## config.mk

```make
export PLATFORM = sky130hd
export DESIGN_NAME = vital_sign_alarm_monitor
export DESIGN_NICKNAME = d
export VERILOG_FILES = /design/src/vsam_pkg.sv /design/src/vsam_ram.sv /design/src/vsam_front.sv /design/src/vsam_fifo.sv /design/src/vsam_back.sv /design/src/vital_sign_alarm_monitor.sv
export SDC_FILE = /design/constraint.sdc
export NUM_CORES = 2
export LEC_CHECK = 0
export ABC_AREA = 1
export CORE_ASPECT_RATIO = 1.4
export CORE_UTILIZATION = 37
export DETAILED_ROUTE_END_ITERATION = 7
export DONT_BUFFER_PORTS = 1
export MAX_ROUTING_LAYER = met4
export SKIP_CTS_REPAIR_TIMING = 1
export SLEW_MARGIN = 20
export SYNTH_ARGS = -nofsm -noshare
export SYNTH_HDL_FRONTEND = slang
export SYNTH_SLANG_ARGS = --single-unit
```

## constraint.sdc

```tcl
create_clock -name clk_i -period 23.2 [get_ports clk_i]
set_input_delay 1.16 -clock clk_i [delete_from_list [all_inputs] [get_ports clk_i]]
set_output_delay 1.16 -clock clk_i [all_outputs]
set_load 0.05 [all_outputs]
```

## src/vsam_pkg.sv

```systemverilog
// ----------------------------------------------------------------------------
// vsam_pkg
// Shared types, constants and helpers for the vital sign alarm monitor.
// ----------------------------------------------------------------------------
package vsam_pkg;

  // Window length default and queue depth between front and back
  localparam int WINDOW_DEPTH_DEFAULT = 8;
  localparam int FIFO_DEPTH           = 2;

  // Sample field widths
  localparam int HR_W   = 15;
  localparam int TEMP_W = 13;
  localparam int BP_W   = 15;

  // Divider: quotient bits produced, bits retired per cycle
  localparam int QUO_W      = 16;
  localparam int DIV_BITS   = 4;
  localparam int DIV_CYCLES = QUO_W / DIV_BITS;

  // Configuration port
  localparam int CFG_IDX_W  = 4;
  localparam int CFG_DATA_W = 15;
  localparam int CNT_REQ_W  = 4;

  localparam logic [CFG_IDX_W-1:0] REG_HR_WARN_LOW    = 4'd0;
  localparam logic [CFG_IDX_W-1:0] REG_HR_WARN_HIGH   = 4'd1;
  localparam logic [CFG_IDX_W-1:0] REG_TEMP_WARN_LOW  = 4'd2;
  localparam logic [CFG_IDX_W-1:0] REG_TEMP_WARN_HIGH = 4'd3;
  localparam logic [CFG_IDX_W-1:0] REG_BP_WARN_LOW    = 4'd4;
  localparam logic [CFG_IDX_W-1:0] REG_BP_WARN_HIGH   = 4'd5;
  localparam logic [CFG_IDX_W-1:0] REG_WARN_REQUIRED  = 4'd6;
  localparam logic [CFG_IDX_W-1:0] REG_EMERG_REQUIRED = 4'd7;

  // Fixed critical bands, hundredths
  localparam logic [HR_W-1:0] HR_CRIT_LOW    = 15'd4000;
  localparam logic [HR_W-1:0] HR_CRIT_MAX    = 15'd14000;
  localparam logic [HR_W-1:0] TEMP_CRIT_LOW  = 15'd3400;
  localparam logic [HR_W-1:0] TEMP_CRIT_HIGH = 15'd4000;
  localparam logic [HR_W-1:0] BP_CRIT_LOW    = 15'd6000;
  localparam logic [HR_W-1:0] BP_CRIT_HIGH   = 15'd18000;

  localparam logic [CNT_REQ_W-1:0] COUNT_MAX = 4'd15;

  typedef enum logic [1:0] {
    ALERT_NORMAL    = 2'd0,
    ALERT_WARNING   = 2'd1,
    ALERT_EMERGENCY = 2'd2
  } alert_e;

  typedef enum logic {
    FRONT_IDLE,
    FRONT_UPDATE
  } front_state_e;

  typedef enum logic [1:0] {
    BACK_IDLE,
    BACK_DIV,
    BACK_EVAL
  } back_state_e;

  typedef struct packed {
    logic [HR_W-1:0]      hr_warn_low;
    logic [HR_W-1:0]      hr_warn_high;
    logic [TEMP_W-1:0]    temp_warn_low;
    logic [TEMP_W-1:0]    temp_warn_high;
    logic [BP_W-1:0]      bp_warn_low;
    logic [BP_W-1:0]      bp_warn_high;
    logic [CNT_REQ_W-1:0] warn_required;
    logic [CNT_REQ_W-1:0] emerg_required;
  } cfg_regs_t;

  localparam cfg_regs_t CFG_RESET = '{
    hr_warn_low:    15'd6000,
    hr_warn_high:   15'd10000,
    temp_warn_low:  13'd3610,
    temp_warn_high: 13'd3720,
    bp_warn_low:    15'd9000,
    bp_warn_high:   15'd12000,
    warn_required:  4'd3,
    emerg_required: 4'd2
  };

  // Mean q = floor(sum/n), rem_nz = remainder nonzero.
  // sum/n > hi  <=>  q > hi, or q == hi with a nonzero remainder.
  function automatic logic outside_band(input logic [HR_W-1:0] q, input logic rem_nz,
                                        input logic [HR_W-1:0] lo,
                                        input logic [HR_W-1:0] hi);
    return (q < lo) || (q > hi) || ((q == hi) && rem_nz);
  endfunction

  function automatic alert_e classify(input logic [HR_W-1:0] q, input logic rem_nz,
                                      input logic [HR_W-1:0] crit_lo,
                                      input logic [HR_W-1:0] crit_hi,
                                      input logic [HR_W-1:0] warn_lo,
                                      input logic [HR_W-1:0] warn_hi);
    alert_e sev;
    if (outside_band(q, rem_nz, crit_lo, crit_hi)) begin
      sev = ALERT_EMERGENCY;
    end else if (outside_band(q, rem_nz, warn_lo, warn_hi)) begin
      sev = ALERT_WARNING;
    end else begin
      sev = ALERT_NORMAL;
    end
    return sev;
  endfunction

endpackage

```

## src/vsam_ram.sv

```systemverilog
// ----------------------------------------------------------------------------
// vsam_ram
// Generic single-write, single-read RAM with registered read data.
// ----------------------------------------------------------------------------
module vsam_ram #(
  parameter int WIDTH = 8,
  parameter int DEPTH = 8
) (
  input  logic                     clk_i,
  input  logic                     we_i,
  input  logic [$clog2(DEPTH)-1:0] waddr_i,
  input  logic [WIDTH-1:0]         wdata_i,
  input  logic                     re_i,
  input  logic [$clog2(DEPTH)-1:0] raddr_i,
  output logic [WIDTH-1:0]         rdata_o
);

  logic [WIDTH-1:0] mem_q [DEPTH];
  logic [WIDTH-1:0] rdata_q;

  always_ff @(posedge clk_i) begin
    if (we_i) begin
      mem_q[waddr_i] <= wdata_i;
    end
    if (re_i) begin
      rdata_q <= mem_q[raddr_i];
    end
  end

  assign rdata_o = rdata_q;

endmodule

```

## src/vsam_front.sv

```systemverilog
// ----------------------------------------------------------------------------
// vsam_front
// Accepts samples, keeps the sample windows and running sums, queues sums.
// ----------------------------------------------------------------------------
module vsam_front #(
  parameter int WINDOW_DEPTH = vsam_pkg::WINDOW_DEPTH_DEFAULT
) (
  input  logic                       clk_i,
  input  logic                       rst_ni,
  input  logic                       valid_i,
  output logic                       ready_o,
  input  logic [vsam_pkg::HR_W-1:0]   hr_i,
  input  logic [vsam_pkg::TEMP_W-1:0] temp_i,
  input  logic [vsam_pkg::BP_W-1:0]   bp_i,
  output logic                       push_o,
  output logic [15+$clog2(WINDOW_DEPTH)+13+$clog2(WINDOW_DEPTH)+15+$clog2(WINDOW_DEPTH)
                +$clog2(WINDOW_DEPTH+1)-1:0] push_data_o,
  input  logic                       full_i
);

  localparam int IDX_W   = $clog2(WINDOW_DEPTH);
  localparam int CNT_W   = $clog2(WINDOW_DEPTH + 1);
  localparam int HRS_W   = vsam_pkg::HR_W + IDX_W;
  localparam int TPS_W   = vsam_pkg::TEMP_W + IDX_W;
  localparam int BPS_W   = vsam_pkg::BP_W + IDX_W;
  localparam int SMP_W   = vsam_pkg::HR_W + vsam_pkg::TEMP_W + vsam_pkg::BP_W;

  vsam_pkg::front_state_e state_q, state_d;

  logic [vsam_pkg::HR_W-1:0]   hr_q;
  logic [vsam_pkg::TEMP_W-1:0] temp_q;
  logic [vsam_pkg::BP_W-1:0]   bp_q;
  logic [HRS_W-1:0] hr_sum_q, hr_sum_d;
  logic [TPS_W-1:0] temp_sum_q, temp_sum_d;
  logic [BPS_W-1:0] bp_sum_q, bp_sum_d;
  logic [IDX_W-1:0] wr_idx_q, wr_idx_d;
  logic             full_q, full_d;

  logic             accept;
  logic             commit;
  logic             wrap;
  logic [CNT_W-1:0] count;
  logic [SMP_W-1:0] ram_rdata;
  logic [SMP_W-1:0] old_smp;

  assign ready_o = (state_q == vsam_pkg::FRONT_IDLE);
  assign accept  = valid_i && ready_o;
  assign commit  = (state_q == vsam_pkg::FRONT_UPDATE) && !full_i;

  // One row holds all three samples of one slot: {bp, temp, hr}
  vsam_ram #(
    .WIDTH (SMP_W),
    .DEPTH (WINDOW_DEPTH)
  ) u_window (
    .clk_i   (clk_i),
    .we_i    (commit),
    .waddr_i (wr_idx_q),
    .wdata_i ({bp_q, temp_q, hr_q}),
    .re_i    (accept),
    .raddr_i (wr_idx_q),
    .rdata_o (ram_rdata)
  );

  // Slots not yet written since reset count as zero
  assign old_smp = full_q ? ram_rdata : '0;

  assign wrap = (wr_idx_q == IDX_W'(WINDOW_DEPTH - 1));

  always_comb begin
    state_d    = state_q;
    hr_sum_d   = hr_sum_q;
    temp_sum_d = temp_sum_q;
    bp_sum_d   = bp_sum_q;
    wr_idx_d   = wr_idx_q;
    full_d     = full_q;
    push_o     = 1'b0;
    count      = (full_q || wrap) ? CNT_W'(WINDOW_DEPTH) : (CNT_W'(wr_idx_q) + 1'b1);

    hr_sum_d   = hr_sum_q - HRS_W'(old_smp[vsam_pkg::HR_W-1:0]) + HRS_W'(hr_q);
    temp_sum_d = temp_sum_q
               - TPS_W'(old_smp[vsam_pkg::HR_W +: vsam_pkg::TEMP_W]) + TPS_W'(temp_q);
    bp_sum_d   = bp_sum_q
               - BPS_W'(old_smp[vsam_pkg::HR_W + vsam_pkg::TEMP_W +: vsam_pkg::BP_W])
               + BPS_W'(bp_q);

    case (state_q)
      vsam_pkg::FRONT_IDLE: begin
        if (accept) begin
          state_d = vsam_pkg::FRONT_UPDATE;
        end
        hr_sum_d   = hr_sum_q;
        temp_sum_d = temp_sum_q;
        bp_sum_d   = bp_sum_q;
      end
      vsam_pkg::FRONT_UPDATE: begin
        if (commit) begin
          push_o   = 1'b1;
          wr_idx_d = wrap ? '0 : wr_idx_q + 1'b1;
          full_d   = full_q || wrap;
          state_d  = vsam_pkg::FRONT_IDLE;
        end else begin
          hr_sum_d   = hr_sum_q;
          temp_sum_d = temp_sum_q;
          bp_sum_d   = bp_sum_q;
        end
      end
      default: begin
        state_d = vsam_pkg::FRONT_IDLE;
      end
    endcase
  end

  assign push_data_o = {count, bp_sum_d, temp_sum_d, hr_sum_d};

  always_ff @(posedge clk_i or negedge rst_ni) begin
    if (!rst_ni) begin
      state_q    <= vsam_pkg::FRONT_IDLE;
      hr_sum_q   <= '0;
      temp_sum_q <= '0;
      bp_sum_q   <= '0;
      wr_idx_q   <= '0;
      full_q     <= 1'b0;
    end else begin
      state_q    <= state_d;
      hr_sum_q   <= hr_sum_d;
      temp_sum_q <= temp_sum_d;
      bp_sum_q   <= bp_sum_d;
      wr_idx_q   <= wr_idx_d;
      full_q     <= full_d;
    end
  end

  always_ff @(posedge clk_i) begin
    if (accept) begin
      hr_q   <= hr_i;
      temp_q <= temp_i;
      bp_q   <= bp_i;
    end
  end

endmodule

```

## src/vsam_fifo.sv

```systemverilog
// ----------------------------------------------------------------------------
// vsam_fifo
// Short register queue between the front and the back.
// ----------------------------------------------------------------------------
module vsam_fifo #(
  parameter int DATA_W = 8,
  parameter int DEPTH  = vsam_pkg::FIFO_DEPTH
) (
  input  logic              clk_i,
  input  logic              rst_ni,
  input  logic              push_i,
  input  logic [DATA_W-1:0] wdata_i,
  input  logic              pop_i,
  output logic [DATA_W-1:0] rdata_o,
  output logic              full_o,
  output logic              empty_o
);

  localparam int PTR_W = $clog2(DEPTH);
  localparam int CNT_W = $clog2(DEPTH + 1);

  logic [DATA_W-1:0] mem_q [DEPTH];
  logic [PTR_W-1:0]  wr_ptr_q, rd_ptr_q;
  logic [CNT_W-1:0]  cnt_q;

  assign full_o  = (cnt_q == CNT_W'(DEPTH));
  assign empty_o = (cnt_q == '0);
  assign rdata_o = mem_q[rd_ptr_q];

  always_ff @(posedge clk_i or negedge rst_ni) begin
    if (!rst_ni) begin
      wr_ptr_q <= '0;
      rd_ptr_q <= '0;
      cnt_q    <= '0;
    end else begin
      if (push_i) begin
        wr_ptr_q <= (wr_ptr_q == PTR_W'(DEPTH - 1)) ? '0 : wr_ptr_q + 1'b1;
      end
      if (pop_i) begin
        rd_ptr_q <= (rd_ptr_q == PTR_W'(DEPTH - 1)) ? '0 : rd_ptr_q + 1'b1;
      end
      if (push_i && !pop_i) begin
        cnt_q <= cnt_q + 1'b1;
      end else if (pop_i && !push_i) begin
        cnt_q <= cnt_q - 1'b1;
      end
    end
  end

  always_ff @(posedge clk_i) begin
    if (push_i) begin
      mem_q[wr_ptr_q] <= wdata_i;
    end
  end

endmodule

```

## src/vsam_back.sv

```systemverilog
// ----------------------------------------------------------------------------
// vsam_back
// Divides the sums, tests the bands, debounces and holds the result.
// ----------------------------------------------------------------------------
module vsam_back #(
  parameter int WINDOW_DEPTH = vsam_pkg::WINDOW_DEPTH_DEFAULT
) (
  input  logic                       clk_i,
  input  logic                       rst_ni,
  input  logic [15+$clog2(WINDOW_DEPTH)+13+$clog2(WINDOW_DEPTH)+15+$clog2(WINDOW_DEPTH)
                +$clog2(WINDOW_DEPTH+1)-1:0] pop_data_i,
  input  logic                       empty_i,
  output logic                       pop_o,
  input  vsam_pkg::cfg_regs_t         cfg_i,
  output logic                       valid_o,
  input  logic                       ready_i,
  output logic [1:0]                 alert_state_o,
  output logic                       state_changed_o,
  output logic [vsam_pkg::HR_W-1:0]   hr_average_o,
  output logic [vsam_pkg::TEMP_W-1:0] temp_average_o,
  output logic [vsam_pkg::BP_W-1:0]   bp_average_o
);

  localparam int IDX_W  = $clog2(WINDOW_DEPTH);
  localparam int CNT_W  = $clog2(WINDOW_DEPTH + 1);
  localparam int HRS_W  = vsam_pkg::HR_W + IDX_W;
  localparam int TPS_W  = vsam_pkg::TEMP_W + IDX_W;
  localparam int BPS_W  = vsam_pkg::BP_W + IDX_W;
  localparam int QUO_W  = vsam_pkg::QUO_W;
  localparam int D_W    = CNT_W + QUO_W;
  localparam int IT_W   = (vsam_pkg::DIV_CYCLES > 1) ? $clog2(vsam_pkg::DIV_CYCLES) : 1;
  localparam int LANES  = 3;
  localparam int L_HR   = 0;
  localparam int L_TEMP = 1;
  localparam int L_BP   = 2;
  localparam int Q_W    = vsam_pkg::HR_W;

  // Several restoring steps per cycle; divisor shifts right by one per step
  function automatic logic [QUO_W+D_W-1:0] div_steps(input logic [D_W-1:0]   rem,
                                                    input logic [QUO_W-1:0] quo,
                                                    input logic [D_W-1:0]   dsr);
    logic [D_W-1:0]   r;
    logic [QUO_W-1:0] q;
    logic [D_W-1:0]   d;
    r = rem;
    q = quo;
    d = dsr;
    for (int j = 0; j < vsam_pkg::DIV_BITS; j++) begin
      if (r >= d) begin
        r = r - d;
        q = {q[QUO_W-2:0], 1'b1};
      end else begin
        q = {q[QUO_W-2:0], 1'b0};
      end
      d = d >> 1;
    end
    return {q, r};
  endfunction

  vsam_pkg::back_state_e state_q, state_d;

  logic [IT_W-1:0]  iter_q, iter_d;
  logic [D_W-1:0]   rem_q [LANES];
  logic [D_W-1:0]   rem_d [LANES];
  logic [QUO_W-1:0] quo_q [LANES];
  logic [QUO_W-1:0] quo_d [LANES];
  logic [D_W-1:0]   dsr_q, dsr_d;

  logic [vsam_pkg::CNT_REQ_W-1:0] warn_cnt_q, warn_cnt_d;
  logic [vsam_pkg::CNT_REQ_W-1:0] emerg_cnt_q, emerg_cnt_d;
  vsam_pkg::alert_e               alert_q, alert_d;
  logic                           out_valid_q, out_valid_d;

  logic [1:0]                 out_alert_q;
  logic                       out_changed_q;
  logic [vsam_pkg::HR_W-1:0]   out_hr_q;
  logic [vsam_pkg::TEMP_W-1:0] out_temp_q;
  logic [vsam_pkg::BP_W-1:0]   out_bp_q;

  logic [HRS_W-1:0] in_hr_sum;
  logic [TPS_W-1:0] in_temp_sum;
  logic [BPS_W-1:0] in_bp_sum;
  logic [CNT_W-1:0] in_count;
  logic [D_W-1:0]   load_rem [LANES];

  logic                 load;
  logic                 emit;
  logic                 out_free;
  logic [LANES-1:0]     rem_nz;
  vsam_pkg::alert_e     sev_hr, sev_temp, sev_bp;
  logic                 emerg_seen, warn_seen;
  logic [QUO_W+D_W-1:0] step_res [LANES];

  assign {in_count, in_bp_sum, in_temp_sum, in_hr_sum} = pop_data_i;
  assign load_rem[L_HR]   = D_W'(in_hr_sum);
  assign load_rem[L_TEMP] = D_W'(in_temp_sum);
  assign load_rem[L_BP]   = D_W'(in_bp_sum);

  assign out_free = !out_valid_q || ready_i;

  always_comb begin
    for (int l = 0; l < LANES; l++) begin
      step_res[l] = div_steps(rem_q[l], quo_q[l], dsr_q);
      rem_nz[l]   = (rem_q[l] != '0);
    end
  end

  // Band tests on the finished quotients
  always_comb begin
    sev_hr   = vsam_pkg::classify(quo_q[L_HR][Q_W-1:0], rem_nz[L_HR],
                                 vsam_pkg::HR_CRIT_LOW, vsam_pkg::HR_CRIT_MAX,
                                 cfg_i.hr_warn_low, cfg_i.hr_warn_high);
    sev_temp = vsam_pkg::classify(quo_q[L_TEMP][Q_W-1:0], rem_nz[L_TEMP],
                                 vsam_pkg::TEMP_CRIT_LOW, vsam_pkg::TEMP_CRIT_HIGH,
                                 Q_W'(cfg_i.temp_warn_low), Q_W'(cfg_i.temp_warn_high));
    sev_bp   = vsam_pkg::classify(quo_q[L_BP][Q_W-1:0], rem_nz[L_BP],
                                 vsam_pkg::BP_CRIT_LOW, vsam_pkg::BP_CRIT_HIGH,
                                 cfg_i.bp_warn_low, cfg_i.bp_warn_high);
    emerg_seen = (sev_hr == vsam_pkg::ALERT_EMERGENCY) ||
                 (sev_temp == vsam_pkg::ALERT_EMERGENCY) ||
                 (sev_bp == vsam_pkg::ALERT_EMERGENCY);
    warn_seen  = (sev_hr == vsam_pkg::ALERT_WARNING) ||
                 (sev_temp == vsam_pkg::ALERT_WARNING) ||
                 (sev_bp == vsam_pkg::ALERT_WARNING);
  end

  always_comb begin
    state_d     = state_q;
    iter_d      = iter_q;
    dsr_d       = dsr_q;
    warn_cnt_d  = warn_cnt_q;
    emerg_cnt_d = emerg_cnt_q;
    alert_d     = alert_q;
    out_valid_d = out_valid_q && !ready_i;
    load        = 1'b0;
    emit        = 1'b0;
    for (int l = 0; l < LANES; l++) begin
      rem_d[l] = rem_q[l];
      quo_d[l] = quo_q[l];
    end

    case (state_q)
      vsam_pkg::BACK_IDLE: begin
        load = !empty_i;
      end
      vsam_pkg::BACK_DIV: begin
        for (int l = 0; l < LANES; l++) begin
          quo_d[l] = step_res[l][D_W +: QUO_W];
          rem_d[l] = step_res[l][D_W-1:0];
        end
        dsr_d  = dsr_q >> vsam_pkg::DIV_BITS;
        iter_d = iter_q + 1'b1;
        if (iter_q == IT_W'(vsam_pkg::DIV_CYCLES - 1)) begin
          state_d = vsam_pkg::BACK_EVAL;
        end
      end
      vsam_pkg::BACK_EVAL: begin
        if (out_free) begin
          emit = 1'b1;
          state_d = vsam_pkg::BACK_IDLE;
          load = !empty_i;
        end
      end
      default: begin
        state_d = vsam_pkg::BACK_IDLE;
      end
    endcase

    if (emit) begin
      if (emerg_seen) begin
        emerg_cnt_d = (emerg_cnt_q == vsam_pkg::COUNT_MAX) ? emerg_cnt_q : emerg_cnt_q + 1'b1;
        warn_cnt_d  = '0;
      end else if (warn_seen) begin
        warn_cnt_d  = (warn_cnt_q == vsam_pkg::COUNT_MAX) ? warn_cnt_q : warn_cnt_q + 1'b1;
        emerg_cnt_d = '0;
      end else begin
        warn_cnt_d  = '0;
        emerg_cnt_d = '0;
      end
      if (emerg_cnt_d >= cfg_i.emerg_required) begin
        alert_d = vsam_pkg::ALERT_EMERGENCY;
      end else if (warn_cnt_d >= cfg_i.warn_required) begin
        alert_d = vsam_pkg::ALERT_WARNING;
      end else begin
        alert_d = vsam_pkg::ALERT_NORMAL;
      end
      out_valid_d = 1'b1;
    end

    if (load) begin
      for (int l = 0; l < LANES; l++) begin
        rem_d[l] = load_rem[l];
        quo_d[l] = '0;
      end
      dsr_d   = D_W'(in_count) << (QUO_W - 1);
      iter_d  = '0;
      state_d = vsam_pkg::BACK_DIV;
    end
  end

  assign pop_o = load;

  always_ff @(posedge clk_i or negedge rst_ni) begin
    if (!rst_ni) begin
      state_q     <= vsam_pkg::BACK_IDLE;
      iter_q      <= '0;
      warn_cnt_q  <= '0;
      emerg_cnt_q <= '0;
      alert_q     <= vsam_pkg::ALERT_NORMAL;
      out_valid_q <= 1'b0;
    end else begin
      state_q     <= state_d;
      iter_q      <= iter_d;
      warn_cnt_q  <= warn_cnt_d;
      emerg_cnt_q <= emerg_cnt_d;
      alert_q     <= alert_d;
      out_valid_q <= out_valid_d;
    end
  end

  always_ff @(posedge clk_i) begin
    dsr_q <= dsr_d;
    for (int l = 0; l < LANES; l++) begin
      rem_q[l] <= rem_d[l];
      quo_q[l] <= quo_d[l];
    end
    if (emit) begin
      out_alert_q   <= alert_d;
      out_changed_q <= (alert_d != alert_q);
      out_hr_q      <= quo_q[L_HR][vsam_pkg::HR_W-1:0];
      out_temp_q    <= quo_q[L_TEMP][vsam_pkg::TEMP_W-1:0];
      out_bp_q      <= quo_q[L_BP][vsam_pkg::BP_W-1:0];
    end
  end

  assign valid_o         = out_valid_q;
  assign alert_state_o   = out_alert_q;
  assign state_changed_o = out_changed_q;
  assign hr_average_o    = out_hr_q;
  assign temp_average_o  = out_temp_q;
  assign bp_average_o    = out_bp_q;

endmodule

```

## src/vital_sign_alarm_monitor.sv

```systemverilog
// ----------------------------------------------------------------------------
// vital_sign_alarm_monitor
// Windowed-mean alarm over heart rate, temperature and blood pressure.
// ----------------------------------------------------------------------------
// Flow: the front accepts an item, updates window and sums and queues them;
//   the back end's divider (4 quotient bits per cycle) forms the means, then an
//   evaluate step emits the result. Neither takes an item before the last is done.
// Reset: async, active low; clears sums, window index, counters and alert,
//   loads the threshold registers with their defaults. Window memory is not
//   cleared: slots are masked as zero until the window first fills.
module vital_sign_alarm_monitor #(
  parameter int WINDOW_DEPTH = vsam_pkg::WINDOW_DEPTH_DEFAULT
) (
  input  logic                           clk_i,
  input  logic                           rst_ni,
  // Input items
  input  logic                           s_axis_tvalid,
  output logic                           s_axis_tready,
  // [14:0] heart_rate, [27:15] temperature, [42:28] blood_pressure, [47:43] zero
  input  logic [47:0]                    s_axis_tdata,
  // Result items
  output logic                           m_axis_tvalid,
  input  logic                           m_axis_tready,
  // [1:0] alert_state, [2] state_changed, [17:3] hr_average,
  // [30:18] temp_average, [45:31] bp_average, [47:46] zero
  output logic [47:0]                    m_axis_tdata,
  // Register writes
  input  logic                           cfg_valid_i,
  output logic                           cfg_ready_o,
  input  logic [vsam_pkg::CFG_IDX_W-1:0]  cfg_index_i,
  input  logic [vsam_pkg::CFG_DATA_W-1:0] cfg_data_i
);

  localparam int IDX_W  = $clog2(WINDOW_DEPTH);
  localparam int CNT_W  = $clog2(WINDOW_DEPTH + 1);
  localparam int ITEM_W = vsam_pkg::HR_W + vsam_pkg::TEMP_W + vsam_pkg::BP_W
                        + 3 * IDX_W + CNT_W;

  // --------------------------------------------------------------------------
  // Threshold and debounce registers
  // --------------------------------------------------------------------------
  vsam_pkg::cfg_regs_t cfg_q;

  assign cfg_ready_o = 1'b1;

  always_ff @(posedge clk_i or negedge rst_ni) begin
    if (!rst_ni) begin
      cfg_q <= vsam_pkg::CFG_RESET;
    end else if (cfg_valid_i) begin
      case (cfg_index_i)
        vsam_pkg::REG_HR_WARN_LOW:    cfg_q.hr_warn_low    <= cfg_data_i[vsam_pkg::HR_W-1:0];
        vsam_pkg::REG_HR_WARN_HIGH:   cfg_q.hr_warn_high   <= cfg_data_i[vsam_pkg::HR_W-1:0];
        vsam_pkg::REG_TEMP_WARN_LOW:  cfg_q.temp_warn_low  <= cfg_data_i[vsam_pkg::TEMP_W-1:0];
        vsam_pkg::REG_TEMP_WARN_HIGH: cfg_q.temp_warn_high <= cfg_data_i[vsam_pkg::TEMP_W-1:0];
        vsam_pkg::REG_BP_WARN_LOW:    cfg_q.bp_warn_low    <= cfg_data_i[vsam_pkg::BP_W-1:0];
        vsam_pkg::REG_BP_WARN_HIGH:   cfg_q.bp_warn_high   <= cfg_data_i[vsam_pkg::BP_W-1:0];
        vsam_pkg::REG_WARN_REQUIRED:
          cfg_q.warn_required  <= cfg_data_i[vsam_pkg::CNT_REQ_W-1:0];
        vsam_pkg::REG_EMERG_REQUIRED:
          cfg_q.emerg_required <= cfg_data_i[vsam_pkg::CNT_REQ_W-1:0];
        default: ;  // unknown index: write dropped
      endcase
    end
  end

  // --------------------------------------------------------------------------
  // Front: window memory and running sums
  // --------------------------------------------------------------------------
  logic              push;
  logic [ITEM_W-1:0] push_data;
  logic              fifo_full;
  logic              fifo_empty;
  logic              pop;
  logic [ITEM_W-1:0] pop_data;

  vsam_front #(
    .WINDOW_DEPTH (WINDOW_DEPTH)
  ) u_front (
    .clk_i       (clk_i),
    .rst_ni      (rst_ni),
    .valid_i     (s_axis_tvalid),
    .ready_o     (s_axis_tready),
    .hr_i        (s_axis_tdata[14:0]),
    .temp_i      (s_axis_tdata[27:15]),
    .bp_i        (s_axis_tdata[42:28]),
    .push_o      (push),
    .push_data_o (push_data),
    .full_i      (fifo_full)
  );

  // Sums and sample count, waiting for the divider
  vsam_fifo #(
    .DATA_W (ITEM_W),
    .DEPTH  (vsam_pkg::FIFO_DEPTH)
  ) u_fifo (
    .clk_i   (clk_i),
    .rst_ni  (rst_ni),
    .push_i  (push),
    .wdata_i (push_data),
    .pop_i   (pop),
    .rdata_o (pop_data),
    .full_o  (fifo_full),
    .empty_o (fifo_empty)
  );

  // --------------------------------------------------------------------------
  // Back: means, band tests, debounce, result register
  // --------------------------------------------------------------------------
  logic [1:0]                 alert_state;
  logic                       state_changed;
  logic [vsam_pkg::HR_W-1:0]   hr_average;
  logic [vsam_pkg::TEMP_W-1:0] temp_average;
  logic [vsam_pkg::BP_W-1:0]   bp_average;

  vsam_back #(
    .WINDOW_DEPTH (WINDOW_DEPTH)
  ) u_back (
    .clk_i           (clk_i),
    .rst_ni          (rst_ni),
    .pop_data_i      (pop_data),
    .empty_i         (fifo_empty),
    .pop_o           (pop),
    .cfg_i           (cfg_q),
    .valid_o         (m_axis_tvalid),
    .ready_i         (m_axis_tready),
    .alert_state_o   (alert_state),
    .state_changed_o (state_changed),
    .hr_average_o    (hr_average),
    .temp_average_o  (temp_average),
    .bp_average_o    (bp_average)
  );

  assign m_axis_tdata = {2'b00, bp_average, temp_average, hr_average,
                         state_changed, alert_state};

  // --------------------------------------------------------------------------
  // Assertions
  // --------------------------------------------------------------------------
  // Front never writes into a full queue
  a_no_overflow: assert property (@(posedge clk_i) disable iff (!rst_ni)
    !(push && fifo_full))
    else $error("queue written while full");

  // Back never pops an empty queue
  a_no_underflow: assert property (@(posedge clk_i) disable iff (!rst_ni)
    !(pop && fifo_empty))
    else $error("queue popped while empty");

  // Front does not accept items back to back: it updates after each accepted item
  a_front_busy: assert property (@(posedge clk_i) disable iff (!rst_ni)
    (s_axis_tvalid && s_axis_tready) |=> !s_axis_tready)
    else $error("front accepted items back to back");

  // Result alert code is always a defined level
  a_alert_code: assert property (@(posedge clk_i) disable iff (!rst_ni)
    m_axis_tvalid |-> (m_axis_tdata[1:0] != 2'b11))
    else $error("undefined alert code on result");

endmodule
```

* After elaboration in Yosys (flattened, before gate mapping)
Memory sizes are Yosys's and may differ from the RTL's. A register that Yosys moved wholly into a read port is not among the register bits. Index checks and enable logic that the tools add are counted.
Word-level totals: register bits after elaboration 278, RAM bits 564, memories 4, bits of input ports 72, memory bits (read-only) 0, latch bits 0
Memory list:
- u_front.u_window.mem_q | words 8, bits a word 43, read ports 1, clocked after Yosys merged registers in 1, wr ports 1, line vsam_ram.sv:18 | logic [WIDTH-1:0] mem_q [DEPTH];
- u_fifo.mem_q | words 2, bits a word 56, read ports 1, clocked after Yosys merged registers in 0, wr ports 1, line vsam_fifo.sv:22 | logic [DATA_W-1:0] mem_q [DEPTH];
- u_back.rem_q | words 3, bits a word 20, read ports 3, clocked after Yosys merged registers in 0, wr ports 3, line vsam_back.sv:63 | logic [D_W-1:0] rem_q [LANES];
- u_back.quo_q | words 3, bits a word 16, read ports 3, clocked after Yosys merged registers in 0, wr ports 3, line vsam_back.sv:65 | logic [QUO_W-1:0] quo_q [LANES];
Cells by class: bitwise gates (word level) 1, $mul 0, equality and inequality tests 30, reductions and logical operators 53, div/mod/pow operators 0, muxes and demuxes 78, shifts and indexed selects 0, $add $sub $neg 27, $lt $le $gt $ge 26
Operator list (count):
- $mux 20 | 12
- $mux 60 | 2
- $mux 48 | 2
- $pmux 18 s2 | 2
- $ge 20x16->1 | 3
- $ge 20x17->1 | 3
- $ge 20x18->1 | 3
- $ge 20x19->1 | 3
- $reduce_bool 20->1 | 3
- $sub 20x16->20 | 3
- $sub 20x17->20 | 3
- $sub 20x18->20 | 3
- $sub 20x19->20 | 3
- $mux 43 | 1
- $mux 19 | 2
- $add 18x15->18 | 2
- $mux 18 | 2
- $sub 18x15->18 | 2
- $mux 4 | 8
- $pmux 16 s2 | 1
- $eq 15x15->1 | 2
- $gt 15x15->1 | 2
- $lt 15x12->1 const B | 2
- $lt 15x15->1 | 2
- other kinds (44) | 144

* Longest topological paths before layout
An unclocked memory read counts as a cell.
depth in word-level cells 17, gate-level depth with buffers 65, gate-level depth less buffers 61

* Hierarchy
Synthesis repeated with hierarchy kept, for this count alone.
Unflattened totals: cells, all modules 6787, area, all modules 56070.0 sq um
By module, submodules not included:
- vsam_back | area an instance 23566.4 sq um, cells an instance 3537, instances 1
- vsam_ram | area an instance 16265.6 sq um, cells an instance 1547, instances 1
- vsam_front | area an instance 7943.9 sq um, cells an instance 1064, instances 1
- vsam_fifo | area an instance 4367.9 sq um, cells an instance 199, instances 1
- vital_sign_alarm_monitor | area an instance 3926.3 sq um, cells an instance 440, instances 1

* Least setup slack after synthesis
OpenSTA, ideal clock, no wires.
kind register -> register, start register u_back.dsr_q[3], end memory u_back.rem_q[0][26] (netlist bit) (data pin), data required time 22.946 ns, clock period less this slack 9.111 ns, arrival time 8.857 ns, setup slack 14.089 ns, path buffers 5, stages on the path, launching flop included 59, cells stage by stage dfxtp_1 > inv_1 > ha_1 > nand2_1 > nand3_1 > nand3_1 > nand2_1 > nand2_1 > nand2_4 > buf_2 > clkbuf_1 > o21ai_0 > ha_1 > fa_1 > o21ai_1 > nand2_1 > nand2_1 > nand2_1 > [... 23 more ...] > ha_1 > inv_1 > fa_1 > nand3_1 > nand2_1 > nand3_1 > nand2_1 > a21oi_1 > o21ai_0 > a21boi_0 > o21ai_0 > nand2_1 > o311ai_0 > nor2_8 > buf_2 > nand4_1 > nand3_1 > nand2_1
RTL lines:
- from (decl) | line vsam_back.sv:67 | logic [D_W-1:0] dsr_q, dsr_d;
- from (signal assigned) | line vsam_back.sv:222 | dsr_q <= dsr_d;
- to (decl) | line vsam_back.sv:63

==> key figures <==
Clocking
  – Root Driver: clkbuf_16
  – # clock sinks: 882
  – CTS tree: yes
  – CTS clk-pin slew, worst paths: 0.07 ns
  – Clock latency at the later pin of the worst-skew pair: 0.71 ns
  – Htree depth: 3
  – Longest Clk Path Bufs: 3
  – Num CTS Buffers: 87

Routing
  – Routed WL: 145 mm
  – Vias per cell: 5.09
  – Drt pass-1 iters: 6
  – Routed WL per cell: 18.5 um
  – DRT iter0 DRCs: 2561
  – Drt drc: 0
  – Antenna-violating nets left: 0
  – Vias: 39996

Die
  – Starting Density: 37.3%
  – # rows: 163
  – Die Ht: 448 um
  – Core area: 0.141 sq mm
  – Number of top-level pins: 123
  – Die span in x: 320 um
  – Die area: 0.143 sq mm

Placement
  – Port buffer count: 0
  – GPL Wtd Cong: 0.960
  – Post-place setup slack: 11.36 ns
  – HPWL Detailed: 105 mm

Worst setup path
  – CP endpoint kind: flip-flop
  – Worst path top cell family by delay: simple AND/OR/NAND/NOR gates
  – CP most frequent cell: nand2_1
  – CP Launch Type: flip-flop
  – CP Class: flip-flop to flip-flop
  – CP bufs+invs: 4
  – Worst Path Arrival: 12.31 ns
  – WP data required: 23.79 ns
  – CP peak stage delay: 0.68 ns
  – Critical-path maximum fanout: 32
  – Slowest cell on crit path: dfxtp_1

Synth
  – Yosys Warn Count: 0
  – Syn Area/Cell: 8.89 sq um
  – Post-synthesis mux area share: 0%
  – Sequential share of the synthesized area: 47.6%
  – FF+latch count, synth: 882
  – Simple-Gate Fraction of Synth Area: 19.3%
  – Asr flop ratio synth: 19.3%
  – Post-synth EDFFs: 644
  – Main combinational cell family by area after synthesis: simple AND/OR/NAND/NOR gates
  – Area share of fa/ha/maj cells after synthesis: 10.7%
  – Post-synthesis compound-gate area fraction: 11.5%
  – Mapped Area: 0.0525 sq mm
  – Cells after synthesis: 5907
  – Distinct cell type count after synthesis: 69
  – Top FF cell, synth: edfxtp_1
  – Synth Area in XOR/XNOR: 3.36%

Timing
  – Setup_tns: 0 ns
  – Slew margin rel.: 27.7%
  – Unrepaired setup endpoints after global routing: no
  – # setup viols final: 0
  – Final Hold Vio Count: 0
  – Pin slew with the least headroom to its limit: 1.07 ns
  – Final min period: 11.72 ns
  – Period utilisation layout: 50.5%
  – Final Max Slew Viols: 0
  – Post-route setup slack: 11.48 ns
  – Clock Skew: 0.0249 ns
  – Fin Hold WS: 0.179 ns
  – Fmax: 85.3 MHz

Global route
  – First-pass GRT wire length: 225 mm
  – GRT overflow: 0
  – GR Util All Layers: 20.8%
  – Initial antenna violation count: 2
  – Largest net degree at the start of global routing: 171
  – Vias in the first global route: 39602

Run status
  – Status: finished, final reports clean

Layout
  – Layout cells sized above 1: 6.40%
  – Register area: 0.0250 sq mm
  – Most frequent cells in the layout: nand2_1, inv_1, edfxtp_1, o21ai_0, ha_1
  – Synth-to-Final Area Change: 9.57%
  – Fill cells: 13974
  – Area of the multi-input gates: 0.0237 sq mm
  – Diode count: 0
  – Most common cell after layout, fill and taps aside: nand2_1
  – Nets: 6382

Job
  – Max-cap violations: 0

Hold path
  – Worst Hold Class: input pin to asynchronous set/reset pin
## through the flow
| step | utilization, % | area [sq um] | instances |
|---|---|---|---|
| 2_1_floorplan | - | 52500 | 5908 |
| 3_3_place_gp | 38.9 | 54800 | 7704 |
| 3_5_place_dp | 38.9 | 54800 | 7704 |
| 4_1_cts | 40.8 | 57500 | 7863 |
| 5_1_grt | 40.8 | 57500 | 7863 |
| 6_report | 40.8 | 57500 | 7863 |
## kinds of logic (layout without fill, tap and decap cells)
| kind of cell | count (synthesis) | count (layout) |
|---|---|---|
| buf+inv | 1036 | 1094 |
| compound gates | 1034 | 1034 |
| simple gates | 2340 | 2340 |
| xor+xnor | 199 | 199 |
| fa+ha+maj | 414 | 414 |
| flops | 882 | 882 |
| other cells | 2 | 3 |
## routing by layer
| layer | wire length, um | vias to the layer above | GRT usage, % |
|---|---|---|---|
| li1 | - | 19862 | - |
| met3 | 5090 | 298 | 2.30 |
| met1 | 59400 | 19014 | 23.2 |
| met4 | 6020 | 0 | 8.51 |
| met5 | 0 | - | - |
| met2 | 75000 | 822 | 37.6 |
## synth_stat cells (102+ instances only)
library cell | n | share of area (%)
a21oi_1 | 312 | 3.0
a22oi_1 | 102 | 1.5
clkbuf_1 | 115 | 0.82
dfrtp_1 | 132 | 6.3
edfxtp_1 | 644 | 37
ha_1 | 359 | 8.6
inv_1 | 860 | 6.1
nand2_1 | 1534 | 11
nand3_1 | 248 | 2.4
nand4_1 | 129 | 1.5
nor2_1 | 239 | 1.7
o21ai_0 | 415 | 4.0
xnor2_1 | 111 | 1.9
## worst paths after layout
check / from / endpoint / slack [ns] / depth (start not counted)
min in group clk_i: u_fifo.cnt_q[0] / u_fifo.cnt_q[0] / 0.48 / 1
max: u_back.dsr_q[2] / u_back.rem_q[0][18] / 11.48 / 54
max reg2reg: u_back.dsr_q[2] / u_back.rem_q[0][18] / 11.48 / 54
min: rst_ni / u_back.alert_q[1] / 0.18 / 0
min reg2reg: u_fifo.cnt_q[0] / u_fifo.cnt_q[0] / 0.48 / 1
max in group asynchronous: rst_ni / u_fifo.rd_ptr_q / 22.71 / 0
## state kept, by name, summed over array words and instances, names as in the netlist, 18 cells and up
register / flops
u_fifo.mem_q: 112
cfg_q: 94
u_front.u_window.mem_q: 344
u_front.bp_sum_q: 18
u_back.rem_q: 60
u_front.hr_sum_q: 18
u_back.quo_q: 45
u_back.dsr_q: 19
u_front.u_window.rdata_o: 43
## layout make-up
class                           instances  area share (%)
Sequential cell                       882            43.5
Multi-Input combinational cell       3990            41.2
Inverter                              887            5.80
Clock buffer                          121            4.24
Tap cell                             1897            4.13
Timing Repair Buffer                   48           0.626
Clock inverter                         38           0.570
Power is not shown: default switching activity piles up to over one toggle a cycle in this logic, so the estimate is an artifact.
